## config.mk

```make
export PLATFORM = sky130hd
export DESIGN_NAME = lzmc_ctrl
export DESIGN_NICKNAME = d
export VERILOG_FILES = /design/src/rtl/core/lzmc_pkg.sv /design/src/rtl/core/lzmc_ctrl.sv
export SDC_FILE = /design/constraint.sdc
export NUM_CORES = 1
export LEC_CHECK = 0
export BUFFER_PORTS_ARGS = -buffer_cell sky130_fd_sc_hd__buf_4
export CORE_AREA = 2 2 39 41
export CTS_BUF_LIST = sky130_fd_sc_hd__clkbuf_8
export CTS_CLUSTER_DIAMETER = 50
export DETAILED_ROUTE_END_ITERATION = 8
export DIE_AREA = 0 0 41 43
export SYNTH_ARGS = -nofsm -noshare
export SYNTH_HDL_FRONTEND = slang
export SYNTH_SLANG_ARGS = --single-unit
```

## constraint.sdc

```tcl
create_clock -name clk -period 1.5 [get_ports clk]
set_clock_uncertainty 0.2 [all_clocks]
set_input_delay 0.225 -clock clk [delete_from_list [all_inputs] [get_ports clk]]
set_output_delay 0.225 -clock clk [all_outputs]
set_load 0.02 [all_outputs]
```

## src/rtl/core/lzmc_pkg.sv

```systemverilog
package lzmc_pkg;

  // command codes
  localparam logic [1:0] CMD_LITERAL = 2'd0;
  localparam logic [1:0] CMD_MATCH   = 2'd1;
  localparam logic [1:0] CMD_READ    = 2'd2;

  // deflate match length limits
  localparam int         LEN_W     = 9;
  localparam logic [8:0] MIN_MATCH = 9'd3;
  localparam logic [8:0] MAX_MATCH = 9'd258;

  // repeat_count * match_length
  localparam int PROD_W = 25;

  localparam int               CAP_W          = 17;
  localparam logic [CAP_W-1:0] CAPACITY_RESET = 17'd65536;

  // controller to datapath
  typedef struct packed {
    logic capture;
    logic lit_write;
    logic read_issue;
    logic byte_cap;
    logic copy_start;
    logic copy_step;
    logic st_ok;
    logic st_bad;
    logic load_out;
  } ctl_cmd_t;

  // datapath to controller
  typedef struct packed {
    logic [1:0] cmd;
    logic       lit_ok;
    logic       read_ok;
    logic       match_ok;
    logic       match_empty;
    logic       copy_done;
  } dp_sts_t;

endpackage

```

## src/rtl/core/lzmc_ctrl.sv

```systemverilog
module lzmc_ctrl
  import lzmc_pkg::*;
(
  input  logic     clk,
  input  logic     rst_n,
  input  logic     in_valid,
  output logic     in_stall,
  output logic     out_valid,
  input  logic     out_stall,
  input  dp_sts_t  sts,
  output ctl_cmd_t cmd
);

  typedef enum logic [2:0] {
    S_IDLE,
    S_DECODE,
    S_MCHK,
    S_COPY,
    S_RDWAIT,
    S_RESP
  } state_t;

  state_t state_r, state_nxt;
  logic   out_valid_r, out_valid_nxt;
  logic   slot_free;

  assign slot_free = !out_valid_r || !out_stall;

  always_comb begin
    state_nxt     = state_r;
    out_valid_nxt = out_valid_r && out_stall;
    cmd           = '0;
    unique case (state_r)
      S_IDLE: begin
        if (in_valid) begin
          cmd.capture = 1'b1;
          state_nxt   = S_DECODE;
        end
      end
      S_DECODE: begin
        unique case (sts.cmd)
          CMD_LITERAL: begin
            cmd.lit_write = sts.lit_ok;
            cmd.st_ok     = sts.lit_ok;
            cmd.st_bad    = !sts.lit_ok;
            state_nxt     = S_RESP;
          end
          CMD_MATCH: begin
            state_nxt = S_MCHK;
          end
          CMD_READ: begin
            if (sts.read_ok) begin
              cmd.read_issue = 1'b1;
              state_nxt      = S_RDWAIT;
            end else begin
              cmd.st_bad = 1'b1;
              state_nxt  = S_RESP;
            end
          end
          default: begin
            cmd.st_bad = 1'b1;
            state_nxt  = S_RESP;
          end
        endcase
      end
      S_MCHK: begin
        if (!sts.match_ok) begin
          cmd.st_bad = 1'b1;
          state_nxt  = S_RESP;
        end else if (sts.match_empty) begin
          cmd.st_ok = 1'b1;
          state_nxt = S_RESP;
        end else begin
          cmd.st_ok      = 1'b1;
          cmd.copy_start = 1'b1;
          state_nxt      = S_COPY;
        end
      end
      S_COPY: begin
        cmd.copy_step = 1'b1;
        if (sts.copy_done) begin
          state_nxt = S_RESP;
        end
      end
      S_RDWAIT: begin
        cmd.byte_cap = 1'b1;
        cmd.st_ok    = 1'b1;
        state_nxt    = S_RESP;
      end
      S_RESP: begin
        if (slot_free) begin
          cmd.load_out  = 1'b1;
          out_valid_nxt = 1'b1;
          state_nxt     = S_IDLE;
        end
      end
      default: begin
        state_nxt = S_IDLE;
      end
    endcase
  end

  always_ff @(posedge clk) begin
    if (!rst_n) begin
      state_r     <= S_IDLE;
      out_valid_r <= 1'b0;
    end else begin
      state_r     <= state_nxt;
      out_valid_r <= out_valid_nxt;
    end
  end

  assign in_stall  = (state_r != S_IDLE);
  assign out_valid = out_valid_r;

endmodule

```

==> run_results.csv, run 1 <==
group,metric,value,unit
outcome,outcome,"complete, but fails checks",
outcome,violations,"setup timing",
clocking,htree_num_levels,1,
setup_path,slowest_delay,0.42,ns
timing,finalCriticalPeriod,1.844,ns
timing,rsz0062_at_grt,"yes",
floorplan,boundaryPins,22,
global_routing,first_global_vias,449,
job,max_cap_violations,0,
finish,layout.cells.non_filler,100,
finish,layout-area-overhead-vs-synth,99.69,%
timing,setup_slack,-0.3445,ns
logic_synthesis,synth_nets,60,
logic_synthesis,ys_ff_latch,4,
logic_synthesis,synthCells,49,
global_routing,antenna_found_initial,0,
clocking,clk_pin_slew,0.03,ns
logic_synthesis,ys.flop_type,"dfxtp_1",
finish,fill_cells,133,
floorplan,core,1384,um2
detailed_routing,vias,495,
timing,tightestPinTransition,0.2516,ns
clocking,cts-root-buf,"clkbuf_8",
power_and_ir_drop,leakage,0.3613,nW
placed_design,dp_hpwl,886.9,um
power_and_ir_drop,combPwrFrac,66.5,%
placed_design,placed_cells_incl_taps,91,
setup_path,r2r_end,"state_r[0]",
clocking,cts_buffers,3,
setup_path,regToRegSetupSlack,-0.22,ns
detailed_routing,viasPerCell,4.950,
power_and_ir_drop,power.switching,0.4064,mW
timing,hold_viol,0,
worst_hold_path,hold_path_end,"state_r[0]",
detailed_routing,drtPass1Iterations,4,
logic_synthesis,yosysSeqAreaShare,19.63,%
floorplan,placementRows,14,
finish,final_nets,97,
detailed_routing,drt_iter0_drc,3,
clocking,clock-sinks,4,
setup_path,crit_fanout,4,
power_and_ir_drop,switching_share,36.25,%
power_and_ir_drop,p_seq_share,13.6,%
logic_synthesis,ys_types,30,
placed_design,placed_area,651.9,um2
global_routing,grt.overflow.total,0,
clocking,clock_path_buffers,2,
logic_synthesis,syn_avg_cell_area,8.324,um2
clocking,hold_buffers,0,
setup_path,rr_startpoint,"state_r[1]",
logic_synthesis,synth_area_leaders,"dfxtp_1, o32ai_1, nand3b_1",
clocking,cts_tree,"done",
timing,fmax,542.2,MHz
power_and_ir_drop,power.density,1376,nW/um2
floorplan,die_w,41,um
power_and_ir_drop,peakVddDrop,0.0007464,V
floorplan,start_util,29.48,%
placed_design,routabilityCongestion,0.7605,
setup_path,crit_type,"reg2out",
timing,fin_crit_sh,123.0,%
global_routing,grt_use_total,14.83,%
logic_synthesis,synth_area,407.9,um2
setup_path,cp.required,1.07,ns
placed_design,port_buffers,21,
finish,final_cell_area,814.5,um2
timing,setup_viol_count_final,12,
setup_path,critPathCaptureType,"primary output",
logic_synthesis,ys_warn_count,0,
floorplan,die_height,43,um
logic_synthesis,yosys.area.top_type_share,19.63,%
logic_synthesis,ys_async_sr_fraction,0,%
timing,relSlewSlack,83.17,%
logic_synthesis,synth_largest_area_cell,"dfxtp_1",
detailed_routing,wirelength,1215,um
floorplan,dieArea,1763,um2
setup_path,crit_path_top_delay_cell,"or3b_4",
power_and_ir_drop,clkPwrFrac,19.9,%
power_and_ir_drop,intPower,0.7147,mW
finish,num_antenna_cells,0,
global_routing,grt_max_degree,13,
timing,final_max_slew_viol_count,0,
detailed_routing,wl_per_cell,12.15,um
setup_path,worst_setup_path_start_kind,"flip-flop",
worst_hold_path,hold_depth,3,
worst_hold_path,hp-start,"rst_n",
worst_hold_path,hp-class,"in2reg",
setup_path,cp.arrival,1.42,ns
detailed_routing,ant_nets,0,
detailed_routing,drc,0,
logic_synthesis,synth.most_common_cell,"dfxtp_1",
setup_path,reg2regPathDepth,6,
clocking,clk_latency,0.21,ns
setup_path,cp_cell_sequence,"or3b_4 -> nand3b_4 -> o32ai_2 -> buf_4",
finish,drive_gt1_share,69.05,%
global_routing,grt_pass1_wl,1904,um
logic_synthesis,synth_edf_count,0,
power groups by stage:
stage / sequential [mW] / clock [mW] / combinational [mW]
finish: 0.153 / 0.223 / 0.746
global route: 0.155 / 0.235 / 0.805
CTS: 0.150 / 0.225 / 0.681
detailed placement: 0.150 / 0 / 0.566
global placement: 0.150 / 0 / 0.566
floorplan: 0.153 / 0 / 0.362
critical path: cells and delay by family (launching register included):
kind            cells  cell delay (ns)
compound gates      1             0.12
buf+inv             1             0.18
simple gates        2             0.60
flops               1             0.31
metal layers:
layer	share of wire (%)	wire, um	track usage (%)
met1	43	522	20.45
met2	49	598	24.06
met3	7.8	95	3.665
met4	0	0	0
met5	0	0	0
cell families (layout without fill, tap and decap cells):
kind of cell | count (synthesis) | count (layout) | share of synthesized area [%]
buffers and inverters | 5 | 40 | 6.747
and+or+nand+nor | 27 | 27 | 46.63
DFF | 4 | 4 | 19.63
AOI/OAI and AO/OA | 13 | 13 | 26.99
layout make-up:
cell class	count	area, um2	area share, %
multi-input cells	40	366.6	45.01
repair buffers	35	292.8	35.94
flip-flops and latches	4	83.83	10.29
clock buffers	3	41.29	5.069
well taps	16	20.02	2.458
inverters	2	10.01	1.229
stage by stage:
step | hold WS [ns] | util, % | power, mW | worst slack (ns) | setup TNS (ns)
after global routing | 0.1014 | 58.86 | 1.196 | -0.3878 | -2.954
after CTS | 0.08605 | 55.24 | 1.057 | -0.3354 | -1.988
final | 0.09391 | 58.86 | 1.121 | -0.3445 | -2.336
after global placement | 0.3249 | 47.11 | 0.7165 | -0.1305 | -0.5436
after detailed placement | 0.3143 | 47.11 | 0.7160 | -0.1385 | -0.5623
after floorplan | 0.1578 | - | 0.5156 | -0.2732 | -0.6770
what timing repair did:
item | CTS | global route
pin swaps | 5 | 3
resized for setup | 15 | 6
setup buffers | 3 | 3
setup endpoints to repair | 13 | 13
registers in the layout, summed over array words and instances (netlist names):
signal     count
out_valid      1
state_r        3
worst max path at each step:
stage                    start      to  slack (ns)  cells after the start
floorplan           state_r[2]  cmd[2]       -0.27                      4
global placement    state_r[0]  cmd[1]       -0.13                      4
detailed placement  state_r[0]  cmd[1]       -0.14                      4
CTS                 state_r[1]  cmd[2]       -0.34                      4
global route        state_r[1]  cmd[1]       -0.39                      4
finish              state_r[1]  cmd[1]       -0.34                      4
cells in the final DEF, fill, tap and decap left out, drive strengths merged, types with 2 or more instances in the layout:
cell type / n
a21oi: 3
a41oi: 2
buf: 35
clkbuf: 3
dfxtp: 4
inv: 2
nand2: 3
nand2b: 3
nand3b: 4
nor2: 3
nor2b: 3
nor3: 2
o32ai: 3
(Power assumes the default switching activity.)
==> run 2, diff against run 1 <==
--- a/config.mk
+++ b/config.mk
@@ -6,11 +6,11 @@
 export NUM_CORES = 1
 export LEC_CHECK = 0
 export BUFFER_PORTS_ARGS = -buffer_cell sky130_fd_sc_hd__buf_4
-export CORE_AREA = 2 2 39 41
+export CAP_MARGIN = 0
+export CORE_UTILIZATION = 25
 export CTS_BUF_LIST = sky130_fd_sc_hd__clkbuf_8
 export CTS_CLUSTER_DIAMETER = 50
 export DETAILED_ROUTE_END_ITERATION = 8
-export DIE_AREA = 0 0 41 43
 export SYNTH_ARGS = -nofsm -noshare
 export SYNTH_HDL_FRONTEND = slang
 export SYNTH_SLANG_ARGS = --single-unit
==> run_results.csv, run 2 (synthesis results as in run 1) <==
group,metric,value,unit
outcome,violations,"setup timing",
timing,setup_slack,-0.3285,ns
timing,tightestPinTransition,0.2871,ns
worst_hold_path,hold_depth,3,
setup_path,cp.required,1.07,ns
finish,seq_area,83.83,um2
floorplan,dieArea,1797,um2
finish,fin_util,60.47,%
timing,final_max_slew_viol_count,0,
detailed_routing,wl_per_cell,13.96,um
timing,fin_crit_sh,121.9,%
power_and_ir_drop,power.density,1416,nW/um2
detailed_routing,drc,0,
timing,rsz0062_at_grt,"yes",
clocking,cts-root-buf,"clkbuf_8",
clocking,clk_latency,0.22,ns
placed_design,routabilityCongestion,0.7218,
finish,largest-register,"state_r",
floorplan,start_util,27.08,%
floorplan,die_w,42.39,um
floorplan,core,1506,um2
floorplan,placementRows,14,
timing,setup_tns,-2.601,ns
detailed_routing,drt_iter0_drc,14,
clocking,cts_buffers,3,
placed_design,port_buffers,21,
worst_hold_path,hp-class,"in2reg",
global_routing,antenna_found_initial,0,
setup_path,rr_startpoint,"state_r[1]",
global_routing,grt.overflow.total,0,
placed_design,dp_hpwl,885.9,um
clocking,cts_tree,"done",
setup_path,critPathCaptureType,"primary output",
clocking,htree_num_levels,1,
finish,layout_common_cells,"buf_4, buf_6",
setup_path,regToRegSetupSlack,-0.24,ns
finish,final_nets,102,
clocking,clock_path_buffers,2,
setup_path,r2r_end,"state_r[1]",
finish,final_common_cell,"buf_4",
setup_path,crit_fanout,3,
detailed_routing,drtPass1Iterations,4,
timing,hold_viol,0,
global_routing,grt_pass1_wl,2366,um
clocking,clk_pin_slew,0.03,ns
worst_hold_path,hold_path_end,"state_r[0]",
power_and_ir_drop,leakage,0.3990,nW
finish,multi_input_area,400.4,um2
finish,fill_cells,122,
finish,drive_gt1_share,75.28,%
setup_path,cp.arrival,1.40,ns
outcome,outcome,"complete, but fails checks",
timing,setup_viol_count_final,13,
floorplan,boundaryPins,22,
job,max_cap_violations,0,
global_routing,grt_max_degree,12,
worst_hold_path,hp-start,"rst_n",
finish,layout-area-overhead-vs-synth,123.3,%
timing,fmax,546.9,MHz
power_and_ir_drop,peakVddDrop,0.0005410,V
global_routing,first_global_vias,530,
clocking,clock-sinks,4,
finish,largest_register_ff_count,3,
timing,finalCriticalPeriod,1.828,ns
global_routing,grt_use_total,16.77,%
setup_path,reg2regPathDepth,6,
finish,num_antenna_cells,0,
setup_path,crit_type,"reg2out",
timing,relSlewSlack,80.82,%
floorplan,die_height,42.39,um
detailed_routing,vias,551,
detailed_routing,wirelength,1466,um
detailed_routing,viasPerCell,5.248,
setup_path,worst_setup_path_start_kind,"flip-flop",
detailed_routing,ant_nets,0,
==> run 2: metrics by stage <==
step	setup WS [ns]	std cells	hold WS (ns)	instance area [um2]	power, mW
floorplan	-0.2732	49	0.1578	434.2	0.5156
global placement	-0.1315	90	0.3230	644.4	0.7111
detailed placement	-0.1465	90	0.3173	644.4	0.7151
CTS	-0.3273	102	0.08901	837.1	1.168
global route	-0.3809	105	0.1011	910.9	1.352
finish	-0.3285	105	0.08955	910.9	1.290
==> run 2: what timing repair did <==
action,4_1_cts,5_1_grt
endpoints found under the setup margin,12,13
gates resized for setup,23,12
hold buffers,0,0
gates cloned,1,0
pin swaps,8,4
setup buffers,8,3
==> run 2: how the worst max path moves through the flow <==
stage | depth (start not counted) | endpoint | from | slack, ns
final | 4 | cmd[2] | state_r[1] | -0.33
after global routing | 4 | cmd[2] | state_r[0] | -0.38
after CTS | 4 | cmd[2] | state_r[0] | -0.33
after detailed placement | 4 | cmd[1] | state_r[0] | -0.15
after global placement | 4 | cmd[1] | state_r[0] | -0.13
after floorplan | 4 | cmd[2] | state_r[2] | -0.27
==> run 2: per-layer routing <==
| layer | share of wire, % | global-route usage (%) | wire, um |
|---|---|---|---|
| met1 | 43 | 21.58 | 624 |
| met2 | 51 | 28.31 | 752 |
| met3 | 6.0 | 5.172 | 88 |
| met4 | 0 | 1.875 | 0 |
| met5 | 0 | 0 | 0 |
==> run 2: power by group <==
part	switching (mW)	internal [mW]
registers	0.0194	0.136
logic	0.405	0.500
clock network	0.0579	0.171
==> run 2: critical path, cell delays in order (launching register included) <==
cell and delay, ns:
dfxtp_2 0.32, or3b_4 0.42, nor3b_4 0.18, o21bai_2 0.14, buf_6 0.13
==> run 2: area by class of cell <==
class | instances | share of cell area (%)
Multi-Input combinational cell | 40 | 43.96
Timing Repair Buffer | 40 | 38.74
Sequential cell | 4 | 9.203
Clock buffer | 3 | 4.533
Tap cell | 16 | 2.198
Inverter | 2 | 1.374
==> run 3, diff against run 2 <==
--- a/config.mk
+++ b/config.mk
@@ -7,10 +7,11 @@
 export LEC_CHECK = 0
 export BUFFER_PORTS_ARGS = -buffer_cell sky130_fd_sc_hd__buf_4
 export CAP_MARGIN = 0
-export CORE_UTILIZATION = 25
+export CORE_AREA = 2 2 39 41
 export CTS_BUF_LIST = sky130_fd_sc_hd__clkbuf_8
 export CTS_CLUSTER_DIAMETER = 50
 export DETAILED_ROUTE_END_ITERATION = 8
+export DIE_AREA = 0 0 41 43
 export SYNTH_ARGS = -nofsm -noshare
 export SYNTH_HDL_FRONTEND = slang
 export SYNTH_SLANG_ARGS = --single-unit
==> constraint.sdc (replaced) <==
create_clock -name clk -period 1.5 [get_ports clk]
set_clock_uncertainty 0.2 [all_clocks]
set_input_delay 0.225 -clock clk [delete_from_list [all_inputs] [get_ports clk]]
set_output_delay 0.225 -clock clk [all_outputs]
set_load 0.005 [all_outputs]
==> run_results.csv, run 3 (synthesis results as in run 1) <==
group,metric,value,unit
detailed_routing,drt_iter0_drc,9,
outcome,violations,"setup timing",
clocking,htree_num_levels,1,
timing,rsz0062_at_grt,"yes",
floorplan,dieArea,1763,um2
floorplan,die_w,41,um
placed_design,dp_hpwl,985.4,um
power_and_ir_drop,intPower,0.7400,mW
power_and_ir_drop,leakage,0.3716,nW
finish,final_common_cell,"buf_4",
timing,tightestPinTransition,0.2782,ns
timing,relSlewSlack,81.40,%
timing,final_max_slew_viol_count,0,
detailed_routing,wl_per_cell,12.10,um
floorplan,start_util,29.48,%
detailed_routing,wirelength,1258,um
setup_path,crit_type,"reg2out",
setup_path,cp.required,1.07,ns
detailed_routing,drtPass1Iterations,4,
outcome,outcome,"complete, but fails checks",
placed_design,port_buffers,21,
clocking,cts_buffers,3,
floorplan,boundaryPins,22,
power_and_ir_drop,power.switching,0.3385,mW
placed_design,dp_slack,-0.1007,ns
setup_path,cp.arrival,1.37,ns
floorplan,placementRows,14,
finish,fin_util,60.04,%
clocking,clk_latency,0.21,ns
timing,hold_viol,0,
global_routing,first_global_vias,498,
detailed_routing,ant_nets,0,
power_and_ir_drop,combPwrFrac,64.9,%
clocking,clock_path_buffers,2,
detailed_routing,viasPerCell,4.990,
global_routing,grt.overflow.total,0,
power_and_ir_drop,switching_share,31.38,%
clocking,clock-sinks,4,
clocking,hold_buffers,0,
finish,final_nets,101,
finish,num_antenna_cells,0,
timing,fmax,556.4,MHz
global_routing,grt_pass1_wl,1952,um
timing,setup_slack,-0.2972,ns
timing,finalCriticalPeriod,1.797,ns
setup_path,worst_setup_path_start_kind,"flip-flop",
worst_hold_path,hp-class,"in2reg",
finish,layout.cells.non_filler,104,
power_and_ir_drop,power.density,1298,nW/um2
timing,setup_viol_count_final,13,
power_and_ir_drop,p_seq_share,14.5,%
clocking,cts-root-buf,"clkbuf_8",
timing,hold-worst-slack,0.1004,ns
placed_design,placed_area,671.9,um2
global_routing,antenna_found_initial,0,
finish,final_cell_area,830.8,um2
clocking,cts_tree,"done",
floorplan,die_height,43,um
detailed_routing,drc,0,
finish,drive_gt1_share,69.32,%
placed_design,placed_cells_incl_taps,96,
global_routing,grt_use_total,16.75,%
global_routing,grt_max_degree,7,
finish,largest-register,"state_r",
clocking,clk_pin_slew,0.03,ns
floorplan,core,1384,um2
job,max_cap_violations,0,
finish,largest_register_ff_count,3,
power_and_ir_drop,clkPwrFrac,20.6,%
finish,layout-area-overhead-vs-synth,103.7,%
setup_path,crit_fanout,4,
power_and_ir_drop,peakVddDrop,0.0007239,V
finish,layout_common_cells,"buf_4, buf_6",
placed_design,routabilityCongestion,0.7474,
timing,fin_crit_sh,119.8,%
detailed_routing,vias,519,
setup_path,critPathCaptureType,"primary output",
[run 3: per-layer routing]
layer	wire length, um	part of all wire [%]	track usage (%)
met4	0	0	6.000
met5	0	0	0
met3	83	6.6	6.283
met1	503	40	17.31
met2	670	53	28.75
[run 3: timing repair]
item | CTS | global route
resized for setup | 13 | 8
setup buffers | 3 | 2
setup endpoints to repair | 13 | 13
gates cloned | 0 | 0
pin swaps | 10 | 5
[run 3: layout make-up]
type	count	area, um2
Clock buffer	3	41.29
Fill cell	132	553.0
Inverter	2	7.507
Multi-Input combinational cell	40	351.6
Sequential cell	4	83.83
Tap cell	16	20.02
Timing Repair Buffer	39	326.6
[run 3: power groups by stage]
stage	Clock [mW]	Sequential [mW]	Combinational, mW
after global routing	0.240	0.162	0.752
after floorplan	0	0.151	0.273
after detailed placement	0	0.154	0.535
after CTS	0.230	0.153	0.649
after global placement	0	0.154	0.525
final	0.222	0.157	0.700
[run 3: path summary, 6_finish.rpt]
path	to	start	depth (start not counted)	slack (ns)
max	cmd[2]	state_r[2]	4	-0.30
min	state_r[0]	rst_n	3	0.10
max reg2reg	state_r[1]	state_r[2]	6	-0.21
min reg2reg	out_valid	out_valid	2	0.39
[run 3: through the flow]
stage          power (mW)  setup TNS (ns)
2_1_floorplan      0.4243        -0.07298
3_5_place_dp       0.6891         -0.4207
3_3_place_gp       0.6782         -0.3329
5_1_grt             1.154          -2.883
6_report            1.079          -2.137
4_1_cts             1.032          -2.005
[run 3: worst max-delay path, cell delays in order, from the launching register on]
cell,delay [ns]
dfxtp_2,0.31
or3b_4,0.41
nor3b_2,0.18
o21bai_1,0.13
buf_4,0.12
